[config.mk]
export PLATFORM = sky130hd
export DESIGN_NAME = sorted_priority_cost_list
export DESIGN_NICKNAME = d
export VERILOG_FILES = /design/src/rtl/core/spcl_pkg.sv /design/src/rtl/core/sorted_priority_cost_list.sv /design/src/rtl/core/spcl_cell.sv /design/src/rtl/core/spcl_chain.sv
export VERILOG_INCLUDE_DIRS = /design/src /design/src/rtl/core
export SDC_FILE = /design/constraint.sdc
export NUM_CORES = 2
export LEC_CHECK = 0
export BUFFER_PORTS_ARGS = -buffer_cell sky130_fd_sc_hd__buf_2
export CORE_UTILIZATION = 40
export CTS_CLUSTER_DIAMETER = 60
export DETAILED_ROUTE_END_ITERATION = 16
export GPL_TIMING_DRIVEN = 0
export PLACE_DENSITY_LB_ADDON = 0.15
export SKIP_LAST_GASP = 1
export SLEW_MARGIN = 5
export SYNTH_ARGS = -nofsm -noshare
export SYNTH_HDL_FRONTEND = slang
export SYNTH_HIERARCHICAL = 1
export SYNTH_SLANG_ARGS = --single-unit
[constraint.sdc]
create_clock -name clock -period 13.9 [get_ports clock]
set_clock_uncertainty 0.1 [all_clocks]
set_input_delay 2.78 -clock clock [delete_from_list [all_inputs] [get_ports clock]]
set_output_delay 2.78 -clock clock [all_outputs]
set_load 0.05 [all_outputs]
[src/rtl/core/assert_macros.svh]
// assert_macros.svh: assertion macros shared by the sorted list rtl
// no dependencies; compiled out when SYNTH is defined
`ifndef ASSERT_MACROS_SVH
`define ASSERT_MACROS_SVH
`ifndef SYNTH
`define ASSERT_PROP(lbl, clk, rst, prop) \
   lbl: assert property (@(posedge clk) disable iff (rst) (prop)) else $error("assertion failed");
`define ASSERT_NEVER(lbl, clk, rst, expr) \
   lbl: assert property (@(posedge clk) disable iff (rst) !(expr)) else $error("assertion failed");
`else
`define ASSERT_PROP(lbl, clk, rst, prop)
`define ASSERT_NEVER(lbl, clk, rst, expr)
`endif
`endif

[src/rtl/core/spcl_pkg.sv]
// spcl_pkg: types and constants of the sorted priority cost list
// no dependencies
package spcl_pkg;

   localparam int DEPTH_DEF     = 16;
   localparam int KEY_WIDTH_DEF = 16;
   localparam int POS_WIDTH     = 5;
   localparam int KIND_WIDTH    = 2;
   localparam int STATUS_WIDTH  = 2;

   typedef enum logic [KIND_WIDTH-1:0] {
      KIND_INSERT = 2'd0,
      KIND_SEARCH = 2'd1,
      KIND_REMOVE = 2'd2,
      KIND_LIST   = 2'd3
   } kind_type;

   typedef enum logic [STATUS_WIDTH-1:0] {
      STATUS_OK        = 2'd0,
      STATUS_NOT_FOUND = 2'd1,
      STATUS_FULL      = 2'd2,
      STATUS_EMPTY     = 2'd3
   } status_type;

   typedef struct packed {
      logic insert;
      logic remove;
   } cell_ctrl_type;

endpackage

[src/rtl/core/sorted_priority_cost_list.sv]
// sorted_priority_cost_list: top level of the sorted (priority, cost) table
// depends on spcl_pkg, spcl_chain and assert_macros.svh
//
// items enter on start/req_* and are taken at a clock edge with start high
// and busy low. req_kind selects insert, search, remove or list.
// results leave on rsp_* for exactly one cycle, marked by rsp_strobe; the
// receiver cannot stall, so every result is taken in the cycle it is shown.
// insert, search and remove: one result, shown the cycle after the item is
// taken; busy stays low, so a new item can be taken every cycle.
// list: busy rises and stays high while the N entries of the table are read;
// one entry is shown per cycle, the first one once busy has risen, with
// rsp_last on the final one; an empty table gives a single empty result
// the next cycle. the list rate is set by the single read port of the row.
// the table is a row of DEPTH cells that compare and shift in parallel.
// reset empties the table and drops busy and rsp_strobe.
`include "assert_macros.svh"

module sorted_priority_cost_list #(
   parameter int DEPTH     = spcl_pkg::DEPTH_DEF,
   parameter int KEY_WIDTH = spcl_pkg::KEY_WIDTH_DEF
) (
   input  logic                                clock,
   input  logic                                reset,
   input  logic                                start,
   output logic                                busy,
   input  logic [spcl_pkg::KIND_WIDTH-1:0]     req_kind,
   input  logic signed [KEY_WIDTH-1:0]         req_priority_req,
   input  logic signed [KEY_WIDTH-1:0]         req_cost,
   output logic                                rsp_strobe,
   output logic [spcl_pkg::STATUS_WIDTH-1:0]   rsp_status,
   output logic [spcl_pkg::POS_WIDTH-1:0]      rsp_position,
   output logic signed [KEY_WIDTH-1:0]         rsp_entry_priority,
   output logic signed [KEY_WIDTH-1:0]         rsp_entry_cost,
   output logic                                rsp_last
);

   localparam int IDX_W = $clog2(DEPTH);
   localparam int CNT_W = $clog2(DEPTH + 1);

   logic                           busy_ff, busy_in;
   logic [IDX_W-1:0]               list_idx_ff, list_idx_in;
   logic [CNT_W-1:0]               count_ff, count_in;
   logic                           strobe_ff, strobe_in;
   spcl_pkg::status_type           status_ff, status_in;
   logic [spcl_pkg::POS_WIDTH-1:0] pos_ff, pos_in;
   logic signed [KEY_WIDTH-1:0]    eprio_ff, eprio_in;
   logic signed [KEY_WIDTH-1:0]    ecost_ff, ecost_in;
   logic                           last_ff, last_in;

   spcl_pkg::cell_ctrl_type        ctrl;
   logic                           full, found, list_done;
   logic [IDX_W-1:0]               hit_idx, ins_idx;
   logic signed [KEY_WIDTH-1:0]    hit_prio, hit_cost, list_prio, list_cost;

   spcl_chain #(
      .DEPTH     (DEPTH),
      .KEY_WIDTH (KEY_WIDTH)
   ) u_chain (
      .clock     (clock),
      .reset     (reset),
      .ctrl      (ctrl),
      .new_prio  (req_priority_req),
      .new_cost  (req_cost),
      .list_idx  (list_idx_ff),
      .full      (full),
      .found     (found),
      .hit_idx   (hit_idx),
      .hit_prio  (hit_prio),
      .hit_cost  (hit_cost),
      .ins_idx   (ins_idx),
      .list_prio (list_prio),
      .list_cost (list_cost)
   );

   assign list_done = (CNT_W'(list_idx_ff) + CNT_W'(1)) == count_ff;

   always_comb begin
      busy_in     = busy_ff;
      list_idx_in = list_idx_ff;
      count_in    = count_ff;
      strobe_in   = 1'b0;
      status_in   = status_ff;
      pos_in      = pos_ff;
      eprio_in    = eprio_ff;
      ecost_in    = ecost_ff;
      last_in     = last_ff;
      ctrl        = '0;
      if (busy_ff) begin
         strobe_in = 1'b1;
         status_in = spcl_pkg::STATUS_OK;
         pos_in    = spcl_pkg::POS_WIDTH'(list_idx_ff);
         eprio_in  = list_prio;
         ecost_in  = list_cost;
         last_in   = list_done;
         if (list_done) begin
            busy_in = 1'b0;
         end else begin
            list_idx_in = list_idx_ff + IDX_W'(1);
         end
      end else if (start) begin
         unique case (spcl_pkg::kind_type'(req_kind))
            spcl_pkg::KIND_INSERT: begin
               strobe_in = 1'b1;
               last_in   = 1'b1;
               eprio_in  = req_priority_req;
               ecost_in  = req_cost;
               if (full) begin
                  status_in = spcl_pkg::STATUS_FULL;
                  pos_in    = '0;
               end else begin
                  ctrl.insert = 1'b1;
                  count_in    = count_ff + CNT_W'(1);
                  status_in   = spcl_pkg::STATUS_OK;
                  pos_in      = spcl_pkg::POS_WIDTH'(ins_idx);
               end
            end
            spcl_pkg::KIND_SEARCH, spcl_pkg::KIND_REMOVE: begin
               strobe_in   = 1'b1;
               last_in     = 1'b1;
               ctrl.remove = (spcl_pkg::kind_type'(req_kind) == spcl_pkg::KIND_REMOVE);
               if (found) begin
                  status_in = spcl_pkg::STATUS_OK;
                  pos_in    = spcl_pkg::POS_WIDTH'(hit_idx);
                  eprio_in  = hit_prio;
                  ecost_in  = hit_cost;
                  if (ctrl.remove) begin
                     count_in = count_ff - CNT_W'(1);
                  end
               end else begin
                  status_in = spcl_pkg::STATUS_NOT_FOUND;
                  pos_in    = '0;
                  eprio_in  = '0;
                  ecost_in  = '0;
               end
            end
            spcl_pkg::KIND_LIST: begin
               if (count_ff == '0) begin
                  strobe_in = 1'b1;
                  last_in   = 1'b1;
                  status_in = spcl_pkg::STATUS_EMPTY;
                  pos_in    = '0;
                  eprio_in  = '0;
                  ecost_in  = '0;
               end else begin
                  busy_in     = 1'b1;
                  list_idx_in = '0;
               end
            end
            default: begin
               busy_in = busy_ff;
            end
         endcase
      end
   end

   always_ff @(posedge clock) begin
      status_ff   <= status_in;
      pos_ff      <= pos_in;
      eprio_ff    <= eprio_in;
      ecost_ff    <= ecost_in;
      last_ff     <= last_in;
      list_idx_ff <= list_idx_in;
      if (reset) begin
         busy_ff   <= 1'b0;
         count_ff  <= '0;
         strobe_ff <= 1'b0;
      end else begin
         busy_ff   <= busy_in;
         count_ff  <= count_in;
         strobe_ff <= strobe_in;
      end
   end

   assign busy               = busy_ff;
   assign rsp_strobe         = strobe_ff;
   assign rsp_status         = status_ff;
   assign rsp_position       = pos_ff;
   assign rsp_entry_priority = eprio_ff;
   assign rsp_entry_cost     = ecost_ff;
   assign rsp_last           = last_ff;

   `ASSERT_NEVER(a_count_range, clock, reset, count_ff > CNT_W'(DEPTH))
   `ASSERT_PROP(a_busy_nonempty, clock, reset, busy_ff |-> (count_ff != '0))
   `ASSERT_PROP(a_full_count, clock, reset, full == (count_ff == CNT_W'(DEPTH)))

endmodule

[src/rtl/core/spcl_cell.sv]
// spcl_cell: one entry of the sorted chain with its compare and shift logic
// depends on spcl_pkg
module spcl_cell #(
   parameter int KEY_WIDTH = spcl_pkg::KEY_WIDTH_DEF
) (
   input  logic                        clock,
   input  logic                        reset,
   input  spcl_pkg::cell_ctrl_type     ctrl,
   input  logic signed [KEY_WIDTH-1:0] new_prio,
   input  logic signed [KEY_WIDTH-1:0] new_cost,
   input  logic signed [KEY_WIDTH-1:0] left_prio,
   input  logic signed [KEY_WIDTH-1:0] left_cost,
   input  logic                        left_valid,
   input  logic                        left_less,
   input  logic signed [KEY_WIDTH-1:0] right_prio,
   input  logic signed [KEY_WIDTH-1:0] right_cost,
   input  logic                        right_valid,
   output logic signed [KEY_WIDTH-1:0] prio,
   output logic signed [KEY_WIDTH-1:0] cost,
   output logic                        valid,
   output logic                        less,
   output logic                        match,
   output logic                        geq
);

   logic signed [KEY_WIDTH-1:0] prio_ff, prio_in;
   logic signed [KEY_WIDTH-1:0] cost_ff, cost_in;
   logic                        valid_ff, valid_in;

   assign prio  = prio_ff;
   assign cost  = cost_ff;
   assign valid = valid_ff;
   assign less  = valid_ff && ((prio_ff < new_prio) ||
                               ((prio_ff == new_prio) && (cost_ff < new_cost)));
   assign match = valid_ff && (prio_ff == new_prio);
   assign geq   = valid_ff && (prio_ff >= new_prio);

   always_comb begin
      prio_in  = prio_ff;
      cost_in  = cost_ff;
      valid_in = valid_ff;
      if (ctrl.insert && !less) begin
         if (left_less) begin
            prio_in  = new_prio;
            cost_in  = new_cost;
            valid_in = 1'b1;
         end else begin
            prio_in  = left_prio;
            cost_in  = left_cost;
            valid_in = left_valid;
         end
      end else if (ctrl.remove && geq) begin
         prio_in  = right_prio;
         cost_in  = right_cost;
         valid_in = right_valid;
      end
   end

   always_ff @(posedge clock) begin
      prio_ff <= prio_in;
      cost_ff <= cost_in;
      if (reset) begin
         valid_ff <= 1'b0;
      end else begin
         valid_ff <= valid_in;
      end
   end

endmodule

[src/rtl/core/spcl_chain.sv]
// spcl_chain: row of spcl_cell entries with neighbor wiring and result selection
// depends on spcl_pkg, spcl_cell and assert_macros.svh
`include "assert_macros.svh"

module spcl_chain #(
   parameter int DEPTH     = spcl_pkg::DEPTH_DEF,
   parameter int KEY_WIDTH = spcl_pkg::KEY_WIDTH_DEF,
   localparam int IDX_W    = $clog2(DEPTH)
) (
   input  logic                        clock,
   input  logic                        reset,
   input  spcl_pkg::cell_ctrl_type     ctrl,
   input  logic signed [KEY_WIDTH-1:0] new_prio,
   input  logic signed [KEY_WIDTH-1:0] new_cost,
   input  logic [IDX_W-1:0]            list_idx,
   output logic                        full,
   output logic                        found,
   output logic [IDX_W-1:0]            hit_idx,
   output logic signed [KEY_WIDTH-1:0] hit_prio,
   output logic signed [KEY_WIDTH-1:0] hit_cost,
   output logic [IDX_W-1:0]            ins_idx,
   output logic signed [KEY_WIDTH-1:0] list_prio,
   output logic signed [KEY_WIDTH-1:0] list_cost
);

   logic signed [KEY_WIDTH-1:0] prio [DEPTH];
   logic signed [KEY_WIDTH-1:0] cost [DEPTH];
   logic signed [KEY_WIDTH-1:0] left_prio [DEPTH];
   logic signed [KEY_WIDTH-1:0] left_cost [DEPTH];
   logic signed [KEY_WIDTH-1:0] right_prio [DEPTH];
   logic signed [KEY_WIDTH-1:0] right_cost [DEPTH];
   logic [DEPTH-1:0]            valid_vec, less_vec, match_vec, geq_vec;
   logic [DEPTH-1:0]            left_valid, left_less, right_valid;
   logic [DEPTH-1:0]            first, bnd;
   spcl_pkg::cell_ctrl_type     cell_ctrl;

   for (genvar i = 0; i < DEPTH; i++) begin : g_cell
      if (i == 0) begin : g_head
         assign left_prio[i]  = '0;
         assign left_cost[i]  = '0;
         assign left_valid[i] = 1'b0;
         assign left_less[i]  = 1'b1;
         assign first[i]      = match_vec[i];
         assign bnd[i]        = !less_vec[i];
      end else begin : g_body
         assign left_prio[i]  = prio[i-1];
         assign left_cost[i]  = cost[i-1];
         assign left_valid[i] = valid_vec[i-1];
         assign left_less[i]  = less_vec[i-1];
         assign first[i]      = match_vec[i] && !match_vec[i-1];
         assign bnd[i]        = !less_vec[i] && less_vec[i-1];
      end
      if (i == DEPTH - 1) begin : g_tail
         assign right_prio[i]  = '0;
         assign right_cost[i]  = '0;
         assign right_valid[i] = 1'b0;
      end else begin : g_inner
         assign right_prio[i]  = prio[i+1];
         assign right_cost[i]  = cost[i+1];
         assign right_valid[i] = valid_vec[i+1];
      end

      spcl_cell #(
         .KEY_WIDTH (KEY_WIDTH)
      ) u_cell (
         .clock       (clock),
         .reset       (reset),
         .ctrl        (cell_ctrl),
         .new_prio    (new_prio),
         .new_cost    (new_cost),
         .left_prio   (left_prio[i]),
         .left_cost   (left_cost[i]),
         .left_valid  (left_valid[i]),
         .left_less   (left_less[i]),
         .right_prio  (right_prio[i]),
         .right_cost  (right_cost[i]),
         .right_valid (right_valid[i]),
         .prio        (prio[i]),
         .cost        (cost[i]),
         .valid       (valid_vec[i]),
         .less        (less_vec[i]),
         .match       (match_vec[i]),
         .geq         (geq_vec[i])
      );
   end

   assign full             = valid_vec[DEPTH-1];
   assign found            = |first;
   assign cell_ctrl.insert = ctrl.insert;
   assign cell_ctrl.remove = ctrl.remove && found;

   always_comb begin
      hit_idx   = '0;
      hit_prio  = '0;
      hit_cost  = '0;
      ins_idx   = '0;
      list_prio = '0;
      list_cost = '0;
      for (int i = 0; i < DEPTH; i++) begin
         if (first[i]) begin
            hit_idx  = hit_idx | IDX_W'(i);
            hit_prio = hit_prio | prio[i];
            hit_cost = hit_cost | cost[i];
         end
         if (bnd[i]) begin
            ins_idx = ins_idx | IDX_W'(i);
         end
         if (list_idx == IDX_W'(i)) begin
            list_prio = list_prio | prio[i];
            list_cost = list_cost | cost[i];
         end
      end
   end

   `ASSERT_PROP(a_first_onehot, clock, reset, $onehot0(first))
   `ASSERT_NEVER(a_valid_prefix, clock, reset, ((valid_vec + 1'b1) & valid_vec) != '0)
   `ASSERT_PROP(a_bnd_onehot, clock, reset, !full |-> $onehot(bnd))

endmodule

==> results.json <==
{
  "drt_iter0_markers": 5735,
  "path_clk_slew_ns": 0.05,
  "gr-total-overflow": 0,
  "die_y_um": 367,
  "clock-sinks": 578,
  "crit_type": "in -> reg",
  "cts_resized": 0,
  "crit_top_cell": "clkbuf_1",
  "cts_made_buffers": 91,
  "vias": 46200,
  "ant_nets": 0,
  "syn_inst": 5014,
  "finalHoldViolCount": 0,
  "core_mm2": 0.132,
  "cp-end-kind": "flop",
  "vias_per_cell": 6.50,
  "place_congestion": 1.03,
  "fin_ws_ns": 3.83,
  "cp-start-kind": "input port",
  "arrival_ns": 10.32,
  "port_buffers": 77,
  "worst_slew_pin_slew_ns": 1.54,
  "required_ns": 14.15,
  "hpwl_mm": 204,
  "maxCapViolations": 1,
  "drive_gt1_frac": 0.255,
  "cts_hold_buf": 0,
  "cts.path.max_buffers": 3,
  "cts_root_buf": "clkbuf_16",
  "fin_util": 0.453,
  "insertion_delay_ns": 0.70,
  "die_width_um": 367,
  "antenna_found_initial": 18,
  "outcome": "finished, violations left",
  "cp_max_fo": 33,
  "max_freq_ghz": 0.0993,
  "grt_pass1_wl_mm": 348,
  "p_leak_nw": 23.5,
  "finalCritPeriodShare": 0.724,
  "drtPass1Iterations": 8,
  "wl_mm": 255,
  "pre_cts_ws_ns": 3.47,
  "worstPathCellList": "buf_2 > inv_1 > ha_1 > nand4_1 > nor4_1 > and3_1 > clkbuf_1 > nor2b_1 > clkbuf_1 > nor4_1 > nand4_1 > inv_1 > nor3_2 > clkbuf_1 > a22oi_1 > o21ai_0",
  "rsz0062_at_grt": "false",
  "finalMaxSlewViolations": 11,
  "design_area_mm2": 0.0597,
  "placed_area_mm2": 0.0566,
  "grt_pass1_vias": 44400,
  "critPathMaxStageDelay_ns": 1.04,
  "fp-row-count": 133,
  "setup_viol": 0,
  "total_power_mw": 5.47,
  "post-route-min-period_ns": 10.07,
  "tritoncts": "done",
  "grt.total_usage": 0.366,
  "synth_area_mm2": 0.0533,
  "routedWlPerCell_um": 35.8,
  "final_nets": 5812,
  "start_util": 0.404,
  "grt_max_degree": 34,
  "slew-limit-headroom": -0.0258,
  "powerDensity_mw_per_mm2": 91.6,
  "syn_to_final_growth_pct": 12.2,
  "synth.avg_cell_area_um2": 10.6,
  "ir_worst_vdd_mv": 0.0804,
  "io_pins": 79,
  "drc": 0,
  "post-cts-setup-buffers": 0,
  "h-tree-depth": 3,
  "die_area_mm2": 0.135,
  "crit_slowest_cell": "clkbuf_1",
  "violations": "max-capacitance violations, max-slew violations",
  "finalSetupTns_ns": 0,
  "yosys_warnings": 6,
  "hold_class": "reg -> reg"
}
flip-flops by register name, indices dropped and copies added, names as in the netlist:
| register | flops |
|---|---|
| rsp_entry_priority | 16 |
| busy | 1 |
| u_chain/g_cell.u_cell/cost | 256 |
| rsp_entry_cost | 16 |
| rsp_position | 4 |
| rsp_strobe | 1 |
| u_chain/g_cell.u_cell/prio | 256 |
| rsp_status | 2 |
| rsp_last | 1 |
| count_ff | 5 |
| list_idx_ff | 4 |
| u_chain/g_cell.u_cell/valid | 16 |
per-stage QoR:
| step | cells | hold WS, ns |
|---|---|---|
| 3_5_place_dp | 6931 | 0.371 |
| 3_3_place_gp | 6911 | 0.370 |
| 6_report | 7110 | 0.373 |
| 4_1_cts | 7101 | 0.379 |
| 2_1_floorplan | 5079 | 0.386 |
| 5_1_grt | 7101 | 0.400 |
worst max-delay path, delay by kind of cell:
kind,cells,cell delay [ns]
and+or+nand+nor,7,3.04
buffers and inverters,6,3.10
AOI/OAI and AO/OA,2,0.92
adders and majority gates,1,0.43
power breakdown:
part | internal (mW) | leakage (nW) | total (mW) | switching, mW
clock | 1.49 | 1.50 | 2.42 | 0.932
sequential | 1.99 | 5.31 | 2.14 | 0.146
combinational | 0.356 | 16.7 | 0.915 | 0.560
total | 3.84 | 23.5 | 5.47 | 1.64
per-layer routing:
metal,vias up,part of all wire,track usage
met5,-,0.000051,0
met1,23600,0.44,0.520
li1,19800,-,-
met3,404,0.092,0.0730
met2,2368,0.43,0.546
met4,2,0.039,0.137
path summary, 6_finish.rpt:
path,depth (start not counted),slack [ns],end,startpoint
setup / recovery,16,3.83,rsp_entry_cost[12],req_priority_req[15]
hold reg to reg,2,0.37,rsp_status[0],rsp_status[0]
setup reg to reg,14,6.05,rsp_entry_cost[12],u_chain/g_cell[12].u_cell/prio[15]
hold / removal,2,0.37,rsp_status[0],rsp_status[0]
area by class of cell:
class,instances,area [um^2]
well taps,1755,2200
fillers,12600,72100
clock buffers,105,2370
clock inverters,65,758
repair buffers,97,729
multi-input cells,3646,32800
plain buffers,301,1700
inverters,554,2080
diodes,9,22.5
flip-flops and latches,578,17100
layout by cell type, fill, tap and decap left out, types with 33 or more instances in the layout:
cell type    n
nand3_1     59
nand2b_1    33
mux2_2     832
buf_6       48
clkbuf_1   205
mux2i_1    198
o21a_1      44
nor2b_1     44
clkbuf_16   93
a21oi_4     90
o22ai_1     36
inv_1      554
a22oi_1     48
a21o_1      33
nor3_1      59
a21oi_1    291
a22o_1     242
nand2_1    158
edfxtp_1   553
a222oi_1    60
nor2_1     133
o211ai_1    35
a221oi_1   124
buf_2      124
nand4_1    107
ha_1       505
o21ai_0     77
conb_1      68
(Power assumes the default switching activity.)
